===== config.mk =====
export PLATFORM = sky130hd
export DESIGN_NAME = dual_encoder_velocity_averager
export DESIGN_NICKNAME = d
export VERILOG_FILES = /design/src/rtl/core/devavg_pkg.sv /design/src/rtl/core/devavg_reduce.sv /design/src/rtl/core/devavg_ring.sv /design/src/rtl/core/devavg_scale.sv /design/src/rtl/core/dual_encoder_velocity_averager.sv
export VERILOG_INCLUDE_DIRS = /design/src /design/src/rtl/core
export SDC_FILE = /design/constraint.sdc
export NUM_CORES = 2
export LEC_CHECK = 0
export ABC_AREA = 1
export BUFFER_PORTS_ARGS = -buffer_cell sky130_fd_sc_hd__buf_2
export CAP_MARGIN = 20
export CORE_MARGIN = 2
export CORE_UTILIZATION = 50
export CTS_CLUSTER_DIAMETER = 80
export DETAILED_ROUTE_END_ITERATION = 10
export PLACE_DENSITY = 0.75
export SYNTH_ARGS = -nofsm -noshare
export SYNTH_HDL_FRONTEND = slang
export SYNTH_SLANG_ARGS = --single-unit
export TNS_END_PERCENT = 5

===== constraint.sdc =====
create_clock -name clk -period 5.4 [get_ports clk]
set_input_delay 0.27 -clock clk [delete_from_list [all_inputs] [get_ports clk]]
set_output_delay 0.27 -clock clk [all_outputs]
set_load 0.02 [all_outputs]

===== src/rtl/core/dual_encoder_velocity_averager_defines.svh =====
// Assertion macros for the dual encoder velocity averager.
// Included by the top level only; no other dependencies.
`ifndef DUAL_ENCODER_VELOCITY_AVERAGER_DEFINES_SVH
`define DUAL_ENCODER_VELOCITY_AVERAGER_DEFINES_SVH

`ifndef SYNTHESIS
// Same-cycle implication, disabled while reset is asserted.
`define DEVAVG_ASSERT_IMPL(lbl, clk, rst_n, ante, cons) \
    lbl: assert property (@(posedge clk) disable iff (!rst_n) (ante) |-> (cons)) \
        else $error("devavg: same-cycle check failed");
// Next-cycle implication, disabled while reset is asserted.
`define DEVAVG_ASSERT_NEXT(lbl, clk, rst_n, ante, cons) \
    lbl: assert property (@(posedge clk) disable iff (!rst_n) (ante) |=> (cons)) \
        else $error("devavg: next-cycle check failed");
`else
`define DEVAVG_ASSERT_IMPL(lbl, clk, rst_n, ante, cons)
`define DEVAVG_ASSERT_NEXT(lbl, clk, rst_n, ante, cons)
`endif

`endif


===== src/rtl/core/devavg_pkg.sv =====
// Shared constants, defaults and control structs of the velocity averager.
// No dependencies; used by every module of the block.
`default_nettype none

package devavg_pkg;

    // Field widths and positions of the encoder word.
    localparam int WORD_W   = 20;
    localparam int POS_W    = 9;
    localparam int PAN_LSB  = 2;
    localparam int TILT_LSB = 11;

    // Result field widths.
    localparam int TICKS_W = 12;
    localparam int VEL_W   = 28;

    // Scale register.
    localparam int SCALE_W = 16;
    localparam logic [SCALE_W-1:0] VELOCITY_SCALE_RESET = 16'd4575;

    // Parameter defaults.
    localparam int WINDOW_LEN_DEF     = 10;
    localparam int COUNTS_PER_REV_DEF = 360;

    // Ring memory access strobes.
    typedef struct packed {
        logic rd_en;
        logic wr_en;
    } ring_ctrl_t;

    // Load strobes of the scaling pipeline.
    typedef struct packed {
        logic load_a;
        logic load_b;
    } scale_ctrl_t;

endpackage

`default_nettype wire


===== src/rtl/core/devavg_reduce.sv =====
// Reduces a 9-bit absolute count modulo one revolution.
// Uses devavg_pkg for the count width.
`default_nettype none

module devavg_reduce #(
    parameter int COUNTS_PER_REV = devavg_pkg::COUNTS_PER_REV_DEF
) (
    input  logic [devavg_pkg::POS_W-1:0] count,
    output logic [devavg_pkg::POS_W-1:0] position
);

    localparam int POS_W       = devavg_pkg::POS_W;
    localparam int RECIP_SHIFT = 2 * POS_W;
    localparam int RECIP       = (1 << RECIP_SHIFT) / COUNTS_PER_REV;
    localparam int RECIP_W     = $clog2(RECIP + 1);
    localparam int PROD_W      = POS_W + RECIP_W;
    localparam int QUOT_W      = PROD_W - RECIP_SHIFT;

    logic [PROD_W-1:0]  recip_prod;
    logic [QUOT_W-1:0]  quot;
    logic [2*POS_W-1:0] quot_times_rev;
    logic [POS_W:0]     rem;

    // The reciprocal estimate of the quotient is exact or one low.
    assign recip_prod     = PROD_W'(count) * PROD_W'(RECIP);
    assign quot           = recip_prod[PROD_W-1:RECIP_SHIFT];
    assign quot_times_rev = (2*POS_W)'(quot) * (2*POS_W)'(COUNTS_PER_REV);
    assign rem            = (POS_W+1)'(count) - (POS_W+1)'(quot_times_rev);

    // One correcting subtraction brings the remainder below a revolution.
    always_comb
    begin
        if (rem >= (POS_W+1)'(COUNTS_PER_REV))
        begin
            position = POS_W'(rem - (POS_W+1)'(COUNTS_PER_REV));
        end
        else
        begin
            position = POS_W'(rem);
        end
    end

endmodule

`default_nettype wire


===== src/rtl/core/devavg_ring.sv =====
// Step ring memory for both channels, with per-entry valid bits and slot pointers.
// Uses devavg_pkg for the access strobe struct.
`default_nettype none

module devavg_ring #(
    parameter int WINDOW_LEN = devavg_pkg::WINDOW_LEN_DEF,
    parameter int DATA_W     = 18
) (
    input  logic                   clk,
    input  logic                   rst_n,
    input  devavg_pkg::ring_ctrl_t ctrl,
    input  logic [DATA_W-1:0]      wr_data,
    output logic [DATA_W-1:0]      rd_data
);

    localparam int SLOT_W = $clog2(WINDOW_LEN);
    localparam logic [SLOT_W-1:0] LAST_SLOT = SLOT_W'(WINDOW_LEN - 1);

    logic [DATA_W-1:0]     mem [WINDOW_LEN];
    logic [DATA_W-1:0]     rd_data_reg;
    logic                  rd_hit_reg;
    logic [WINDOW_LEN-1:0] valid_reg;
    logic [SLOT_W-1:0]     rd_slot_reg;
    logic [SLOT_W-1:0]     rd_slot_next;
    logic [SLOT_W-1:0]     wr_slot_reg;

    // The read slot steps round the ring once per word.
    always_comb
    begin
        if (rd_slot_reg == LAST_SLOT)
        begin
            rd_slot_next = '0;
        end
        else
        begin
            rd_slot_next = rd_slot_reg + 1'b1;
        end
    end

    // Slot pointers and valid bits. The write of a word always uses the slot
    // its own read used, and the next read is always to the following slot,
    // so a read never meets a write to the same entry.
    always_ff @(posedge clk or negedge rst_n)
    begin
        if (!rst_n)
        begin
            rd_slot_reg <= '0;
            wr_slot_reg <= '0;
            rd_hit_reg  <= 1'b0;
            valid_reg   <= '0;
        end
        else
        begin
            if (ctrl.rd_en)
            begin
                rd_slot_reg <= rd_slot_next;
                wr_slot_reg <= rd_slot_reg;
                rd_hit_reg  <= valid_reg[rd_slot_reg];
            end
            if (ctrl.wr_en)
            begin
                valid_reg[wr_slot_reg] <= 1'b1;
            end
        end
    end

    // Memory array with registered read data.
    always_ff @(posedge clk)
    begin
        if (ctrl.wr_en)
        begin
            mem[wr_slot_reg] <= wr_data;
        end
        if (ctrl.rd_en)
        begin
            rd_data_reg <= mem[rd_slot_reg];
        end
    end

    // An entry never written since reset reads as a zero step.
    assign rd_data = rd_hit_reg ? rd_data_reg : '0;

endmodule

`default_nettype wire


===== src/rtl/core/devavg_scale.sv =====
// Velocity scaling and output saturation, two register stages.
// Uses devavg_pkg for field widths and the load strobe struct.
`default_nettype none

module devavg_scale #(
    parameter int SUM_W = 12
) (
    input  logic                                clk,
    input  devavg_pkg::scale_ctrl_t             ctrl,
    input  logic signed [SUM_W-1:0]             pan_sum,
    input  logic signed [SUM_W-1:0]             tilt_sum,
    input  logic [devavg_pkg::SCALE_W-1:0]      scale,
    output logic signed [devavg_pkg::TICKS_W-1:0] pan_window_ticks,
    output logic signed [devavg_pkg::TICKS_W-1:0] tilt_window_ticks,
    output logic signed [devavg_pkg::VEL_W-1:0]   pan_velocity,
    output logic signed [devavg_pkg::VEL_W-1:0]   tilt_velocity
);

    localparam int TICKS_W = devavg_pkg::TICKS_W;
    localparam int VEL_W   = devavg_pkg::VEL_W;
    localparam int PROD_W  = SUM_W + devavg_pkg::SCALE_W + 1;
    localparam int TEXT_W  = (SUM_W > TICKS_W) ? SUM_W : TICKS_W;
    localparam int VEXT_W  = (PROD_W > VEL_W) ? PROD_W : VEL_W;

    localparam logic signed [TICKS_W-1:0] TICKS_MAX = {1'b0, {(TICKS_W-1){1'b1}}};
    localparam logic signed [TICKS_W-1:0] TICKS_MIN = {1'b1, {(TICKS_W-1){1'b0}}};
    localparam logic signed [VEL_W-1:0]   VEL_MAX   = {1'b0, {(VEL_W-1){1'b1}}};
    localparam logic signed [VEL_W-1:0]   VEL_MIN   = {1'b1, {(VEL_W-1){1'b0}}};

    logic signed [PROD_W-1:0]  pan_prod_reg;
    logic signed [PROD_W-1:0]  tilt_prod_reg;
    logic signed [TICKS_W-1:0] pan_ticks_reg;
    logic signed [TICKS_W-1:0] tilt_ticks_reg;
    logic signed [PROD_W-1:0]  scale_s;

    function automatic logic signed [TICKS_W-1:0] sat_ticks(input logic signed [SUM_W-1:0] s);
        logic signed [TEXT_W-1:0] ext;
        logic signed [TICKS_W-1:0] res;
        ext = TEXT_W'(s);
        if (ext > TEXT_W'(TICKS_MAX))
        begin
            res = TICKS_MAX;
        end
        else if (ext < TEXT_W'(TICKS_MIN))
        begin
            res = TICKS_MIN;
        end
        else
        begin
            res = TICKS_W'(ext);
        end
        return res;
    endfunction

    function automatic logic signed [VEL_W-1:0] sat_vel(input logic signed [PROD_W-1:0] p);
        logic signed [VEXT_W-1:0] ext;
        logic signed [VEL_W-1:0] res;
        ext = VEXT_W'(p);
        if (ext > VEXT_W'(VEL_MAX))
        begin
            res = VEL_MAX;
        end
        else if (ext < VEXT_W'(VEL_MIN))
        begin
            res = VEL_MIN;
        end
        else
        begin
            res = VEL_W'(ext);
        end
        return res;
    endfunction

    // The scale is unsigned, so it enters the product with a zero sign bit.
    assign scale_s = PROD_W'($signed({1'b0, scale}));

    // First stage: products and saturated tick sums.
    always_ff @(posedge clk)
    begin
        if (ctrl.load_a)
        begin
            pan_prod_reg   <= PROD_W'(pan_sum) * scale_s;
            tilt_prod_reg  <= PROD_W'(tilt_sum) * scale_s;
            pan_ticks_reg  <= sat_ticks(pan_sum);
            tilt_ticks_reg <= sat_ticks(tilt_sum);
        end
    end

    // Second stage: saturated velocities into the output registers.
    always_ff @(posedge clk)
    begin
        if (ctrl.load_b)
        begin
            pan_velocity      <= sat_vel(pan_prod_reg);
            tilt_velocity     <= sat_vel(tilt_prod_reg);
            pan_window_ticks  <= pan_ticks_reg;
            tilt_window_ticks <= tilt_ticks_reg;
        end
    end

endmodule

`default_nettype wire


===== src/rtl/core/dual_encoder_velocity_averager.sv =====
// Top level of the dual encoder velocity averager.
// Depends on devavg_pkg, devavg_reduce, devavg_ring, devavg_scale and the defines header.
`default_nettype none
`include "dual_encoder_velocity_averager_defines.svh"

// Takes one encoder word per cycle while in_stall is low and returns one result
// word per input word. The pipeline runs as: accept and ring read (the ring
// memory has registered read data), step and running sum update with ring
// write, multiply by velocity_scale, then saturation into the output register.
// A stall on the output backs up through the stages, and input words are still
// taken while any stage has room. The step ring needs no clearing pass after
// reset: each entry has a valid bit and reads as zero until first written.
// velocity_scale must only be written while no word is in flight.
module dual_encoder_velocity_averager #(
    parameter int WINDOW_LEN     = devavg_pkg::WINDOW_LEN_DEF,
    parameter int COUNTS_PER_REV = devavg_pkg::COUNTS_PER_REV_DEF
) (
    input  logic                                  clk,
    input  logic                                  rst_n,
    input  logic                                  in_valid,
    output logic                                  in_stall,
    input  logic [devavg_pkg::WORD_W-1:0]         encoder_word,
    output logic                                  out_valid,
    input  logic                                  out_stall,
    output logic signed [devavg_pkg::TICKS_W-1:0] pan_window_ticks,
    output logic signed [devavg_pkg::TICKS_W-1:0] tilt_window_ticks,
    output logic signed [devavg_pkg::VEL_W-1:0]   pan_velocity,
    output logic signed [devavg_pkg::VEL_W-1:0]   tilt_velocity,
    input  logic                                  scale_wr_en,
    input  logic [devavg_pkg::SCALE_W-1:0]        scale_wr_data
);

    localparam int POS_W  = devavg_pkg::POS_W;
    localparam int STEP_W = $clog2(COUNTS_PER_REV / 2 + 1) + 1;
    localparam int SUM_W  = $clog2(WINDOW_LEN * (COUNTS_PER_REV / 2) + 1) + 1;

    localparam logic signed [POS_W+1:0] REV_S  = (POS_W+2)'(COUNTS_PER_REV);
    localparam logic signed [SUM_W-1:0] SUM_HI = SUM_W'(WINDOW_LEN * (COUNTS_PER_REV / 2));
    localparam logic signed [SUM_W-1:0] SUM_LO =
        SUM_W'(-(WINDOW_LEN * ((COUNTS_PER_REV - 1) / 2)));

    logic [devavg_pkg::SCALE_W-1:0] velocity_scale_reg;

    logic [POS_W-1:0] pan_pos;
    logic [POS_W-1:0] tilt_pos;
    logic [POS_W-1:0] pan_pos_reg;
    logic [POS_W-1:0] tilt_pos_reg;
    logic [POS_W-1:0] pan_last_reg;
    logic [POS_W-1:0] tilt_last_reg;

    logic signed [STEP_W-1:0] pan_step;
    logic signed [STEP_W-1:0] tilt_step;
    logic signed [STEP_W-1:0] pan_old;
    logic signed [STEP_W-1:0] tilt_old;
    logic [2*STEP_W-1:0]      ring_rd_data;

    logic signed [SUM_W-1:0] pan_sum_reg;
    logic signed [SUM_W-1:0] tilt_sum_reg;
    logic signed [SUM_W-1:0] pan_sum_next;
    logic signed [SUM_W-1:0] tilt_sum_next;

    logic s1_valid_reg;
    logic s2_valid_reg;
    logic s3_valid_reg;
    logic s4_valid_reg;
    logic s1_en;
    logic s2_en;
    logic s3_en;
    logic s4_en;
    logic accept;
    logic load_sum;

    devavg_pkg::ring_ctrl_t  ring_ctrl;
    devavg_pkg::scale_ctrl_t scale_ctrl;

    // Wrapped step in (-half, +half] revolution; exactly half counts as positive.
    function automatic logic signed [STEP_W-1:0] wrap_step(
        input logic [POS_W-1:0] last,
        input logic [POS_W-1:0] cur
    );
        logic signed [POS_W+1:0] d;
        d = $signed({2'b00, cur}) - $signed({2'b00, last});
        if (d < 0)
        begin
            d = d + REV_S;
        end
        if ((d <<< 1) > REV_S)
        begin
            d = d - REV_S;
        end
        return STEP_W'(d);
    endfunction

    // Scale register.
    always_ff @(posedge clk or negedge rst_n)
    begin
        if (!rst_n)
        begin
            velocity_scale_reg <= devavg_pkg::VELOCITY_SCALE_RESET;
        end
        else if (scale_wr_en)
        begin
            velocity_scale_reg <= scale_wr_data;
        end
    end

    // Pipeline flow control: a stage moves when the one after it has room.
    assign s4_en    = !s4_valid_reg || !out_stall;
    assign s3_en    = !s3_valid_reg || s4_en;
    assign s2_en    = !s2_valid_reg || s3_en;
    assign s1_en    = !s1_valid_reg || s2_en;
    assign in_stall = !s1_en;
    assign accept   = in_valid && s1_en;
    assign load_sum = s1_valid_reg && s2_en;

    always_ff @(posedge clk or negedge rst_n)
    begin
        if (!rst_n)
        begin
            s1_valid_reg <= 1'b0;
            s2_valid_reg <= 1'b0;
            s3_valid_reg <= 1'b0;
            s4_valid_reg <= 1'b0;
        end
        else
        begin
            if (s1_en)
            begin
                s1_valid_reg <= in_valid;
            end
            if (s2_en)
            begin
                s2_valid_reg <= s1_valid_reg;
            end
            if (s3_en)
            begin
                s3_valid_reg <= s2_valid_reg;
            end
            if (s4_en)
            begin
                s4_valid_reg <= s3_valid_reg;
            end
        end
    end

    assign out_valid = s4_valid_reg;

    // Position reduction of both channels at acceptance.
    devavg_reduce #(
        .COUNTS_PER_REV(COUNTS_PER_REV)
    ) u_pan_reduce (
        .count   (encoder_word[devavg_pkg::PAN_LSB +: POS_W]),
        .position(pan_pos)
    );

    devavg_reduce #(
        .COUNTS_PER_REV(COUNTS_PER_REV)
    ) u_tilt_reduce (
        .count   (encoder_word[devavg_pkg::TILT_LSB +: POS_W]),
        .position(tilt_pos)
    );

    always_ff @(posedge clk)
    begin
        if (accept)
        begin
            pan_pos_reg  <= pan_pos;
            tilt_pos_reg <= tilt_pos;
        end
    end

    // Step ring: read the oldest step at acceptance, replace it one stage later.
    assign ring_ctrl.rd_en = accept;
    assign ring_ctrl.wr_en = load_sum;

    devavg_ring #(
        .WINDOW_LEN(WINDOW_LEN),
        .DATA_W    (2 * STEP_W)
    ) u_ring (
        .clk    (clk),
        .rst_n  (rst_n),
        .ctrl   (ring_ctrl),
        .wr_data({tilt_step, pan_step}),
        .rd_data(ring_rd_data)
    );

    // Steps and running sums of the word in the first stage.
    assign pan_step      = wrap_step(pan_last_reg, pan_pos_reg);
    assign tilt_step     = wrap_step(tilt_last_reg, tilt_pos_reg);
    assign pan_old       = $signed(ring_rd_data[STEP_W-1:0]);
    assign tilt_old      = $signed(ring_rd_data[2*STEP_W-1:STEP_W]);
    assign pan_sum_next  = pan_sum_reg + SUM_W'(pan_step) - SUM_W'(pan_old);
    assign tilt_sum_next = tilt_sum_reg + SUM_W'(tilt_step) - SUM_W'(tilt_old);

    always_ff @(posedge clk or negedge rst_n)
    begin
        if (!rst_n)
        begin
            pan_last_reg  <= '0;
            tilt_last_reg <= '0;
            pan_sum_reg   <= '0;
            tilt_sum_reg  <= '0;
        end
        else if (load_sum)
        begin
            pan_last_reg  <= pan_pos_reg;
            tilt_last_reg <= tilt_pos_reg;
            pan_sum_reg   <= pan_sum_next;
            tilt_sum_reg  <= tilt_sum_next;
        end
    end

    // Scaling and saturation into the output word.
    assign scale_ctrl.load_a = s2_valid_reg && s3_en;
    assign scale_ctrl.load_b = s3_valid_reg && s4_en;

    devavg_scale #(
        .SUM_W(SUM_W)
    ) u_scale (
        .clk              (clk),
        .ctrl             (scale_ctrl),
        .pan_sum          (pan_sum_reg),
        .tilt_sum         (tilt_sum_reg),
        .scale            (velocity_scale_reg),
        .pan_window_ticks (pan_window_ticks),
        .tilt_window_ticks(tilt_window_ticks),
        .pan_velocity     (pan_velocity),
        .tilt_velocity    (tilt_velocity)
    );

    // The input is only held off while the first stage is occupied.
    `DEVAVG_ASSERT_IMPL(a_stall_needs_full, clk, rst_n, in_stall, s1_valid_reg)
    // An accepted word always occupies the first stage on the next cycle.
    `DEVAVG_ASSERT_NEXT(a_accept_fills_s1, clk, rst_n, accept, s1_valid_reg)
    // A running sum over the ring can never leave the window bounds.
    `DEVAVG_ASSERT_IMPL(a_sum_in_window, clk, rst_n, 1'b1,
        (pan_sum_reg <= SUM_HI) && (pan_sum_reg >= SUM_LO) &&
        (tilt_sum_reg <= SUM_HI) && (tilt_sum_reg >= SUM_LO))

endmodule

`default_nettype wire

==> results.json <==
{
  "status": "finished, final reports clean",
  "portBuffers": 120,
  "wl_um": 76800,
  "path_common_cell": "inv_1",
  "drt_pass1_iterations": 5,
  "die_w_um": 270,
  "drt-initial-drc-count": 1750,
  "place_inst": 4729,
  "synth_area_per_cell_um2": 9.65,
  "max_slew_margin_pct": 36.5,
  "cts.htree.levels": 2,
  "routabilityCongestion": 0.923,
  "clkTransAtPathRegs_ps": 60,
  "cts_tree": "done",
  "skew_ps": 64.2,
  "clockBufferDepth": 3,
  "core-area_mm2": 0.0701,
  "async_flop_share_pct": 17.6,
  "start_util_pct": 50.5,
  "antenna_left": 0,
  "grtUsageTotal_pct": 21.5,
  "drv_cap": 0,
  "worstSetupPathType": "primary input to flip-flop",
  "synth_area_leader_cell": "edfxtp_1",
  "max_freq_ghz": 0.192,
  "antenna_found_initial": 1,
  "synth.most_common_cell": "nand2_1",
  "period_minus_slack_ps": 5220,
  "ys_ff_latch": 459,
  "nets": 4554,
  "grt_max_degree": 67,
  "drive_above_1_share_pct": 13.6,
  "largest_reg_flops": 180,
  "synth_cell_types": 53,
  "cp-end-kind": "flip-flop",
  "synthTopCellsByCount": "789 x nand2_1, 737 x inv_1, 378 x edfxtp_1",
  "stdcell_count": 4855,
  "synth_area_mm2": 0.0354,
  "r2r_start": "velocity_scale_reg[8]$_DFFE_PN1P_",
  "area_growth_pct": 13.7,
  "clk_latency_ps": 650,
  "fin_area_mm2": 0.0403,
  "grt_first_pass_wirelength_um": 127000,
  "report.final.hold_viol_count": 0,
  "numCtsBuffers": 50,
  "dieArea_mm2": 0.0730,
  "placementRows": 97,
  "utilization_pct": 57.4,
  "cts-root-buf": "clkbuf_16",
  "drc_errors": 0,
  "crit_required_ps": 5790,
  "critPathLaunch": "encoder_word[4]",
  "die_h_um": 270,
  "cp_max_fo": 6,
  "vias_per_cell": 5.18,
  "synth_seq_area_share_pct": 37.8,
  "yosys-top-cells-area": "edfxtp_1 32%, fa_1 19%, ha_1 11%",
  "worstMarginPinSlew_ps": 950,
  "post-route-period-util_pct": 96.7,
  "start_kind": "primary input",
  "synth_nets": 4354,
  "cpPeakStageDelay_ps": 530,
  "vias": 25200,
  "synth_top_area_share_pct": 32.0,
  "maxSlewViolCount": 0,
  "hold_class": "primary input to asynchronous set/reset pin",
  "rsz0062_at_grt": "true",
  "routedWlPerCell_um": 15.8,
  "critPathArrivalTime_ps": 5610,
  "syn_inst": 3673,
  "grt_pass1_vias": 26000,
  "io_pins": 123,
  "yosys_warnings": 0,
  "dp_hpwl_um": 57200,
  "clkSinkCount": 459,
  "setup_violations": 0,
  "ys.flop_type": "edfxtp_1",
  "synth_edf_count": 378,
  "dpl-instance-area_mm2": 0.0379,
  "grt-ovfl-total": 0,
  "cp_slowest_cell": "dlygate4sd3_1"
}
path summary, 6_finish.rpt:
kind | to | slack (ps) | depth (start not counted)
min in group clk | velocity_scale_reg[0]$_DFFE_PN1P_ | 160 | 3
hold / removal | pan_last_reg[6]$_DFFE_PN0P_ | 50 | 2
max in group asynchronous | pan_sum_reg[8]$_DFFE_PN0P_ | 4060 | 3
setup / recovery | pan_pos_reg[7]$_DFFE_PP_ | 180 | 29
setup reg to reg | u_scale.pan_prod_reg[27]$_DFFE_PP_ | 220 | 17
hold reg to reg | u_scale.tilt_window_ticks[9]$_DFFE_PP_ | 410 | 0
per-stage QoR:
step,TNS [ps],hold slack (ps),setup slack [ps]
2_1_floorplan,0,-25.6,47.3
3_3_place_gp,0,152,63.8
3_5_place_dp,-233,157,-93.9
4_1_cts,0,56.3,9.58
5_1_grt,-534,70.0,-101
6_report,0,47.6,180
cells in the final DEF (no fill, tap or decap), types with 13 or more instances in the layout:
cell type and instances:
a21oi_1 77, a21oi_2 15, a221oi_1 33, buf_2 119, buf_4 163, clkbuf_16 50
clkinv_1 13, dfrtp_1 60, dlygate4sd3_1 25, edfxtp_1 378, fa_1 338, ha_1 295
inv_1 734, nand2_1 788, nand2_2 29, nand3_1 80, nand4_1 27, nor2_1 126
o21ai_0 241, o21ai_1 14, xnor2_1 27, xor2_1 55
layer usage:
| layer | vias to the layer above | share of wire, % | global-route usage, % |
|---|---|---|---|
| met3 | 126 | 6.3 | 4.10 |
| met4 | 0 | 2.6 | 6.03 |
| li1 | 12000 | - | - |
| met1 | 12300 | 40 | 25.9 |
| met2 | 693 | 52 | 38.9 |
| met5 | - | 0 | 0 |
layout make-up:
cell class	instances	area, um2
Antenna cell	1	2.50
Clock inverter	40	505
Inverter	752	2830
Sequential cell	459	13400
Tap cell	940	1180
Clock buffer	53	1260
Multi-Input combinational cell	2294	18900
Fill cell	5886	29900
Timing Repair Buffer	316	2220
timing repair:
item                                   4_1_cts  5_1_grt
gates resized for setup                      2       73
pin swaps                                    0        8
endpoints found under the hold margin       40        0
setup endpoints to repair                    3       43
hold buffers                                25        0
buffers inserted                             0        7
critical path: cells and delay by family:
kind                       cells  cell delay [ps]
adders and majority gates      7             2470
buffers and inverters         10             1250
xor gates and xnor gates       3              510
and+or+nand+nor                2              170
AOI/OAI and AO/OA              7              910
logic make-up (layout without fill, tap and decap cells):
logic type / Yosys count / in the layout / synth area share, %
AOI/OAI and AO/OA: 448 / 448 / 7.20
xor gates and xnor gates: 84 / 84 / 2.08
adders and majority gates: 640 / 640 / 29.8
buffers and inverters: 920 / 1161 / 9.76
DFF: 459 / 459 / 37.8
muxes: 4 / 4 / 0.120
other: 0 / 1 / 0
and+or+nand+nor: 1118 / 1118 / 13.3
Power is not shown: default switching activity piles up to over one toggle a cycle in this logic, so the estimate is an artifact.
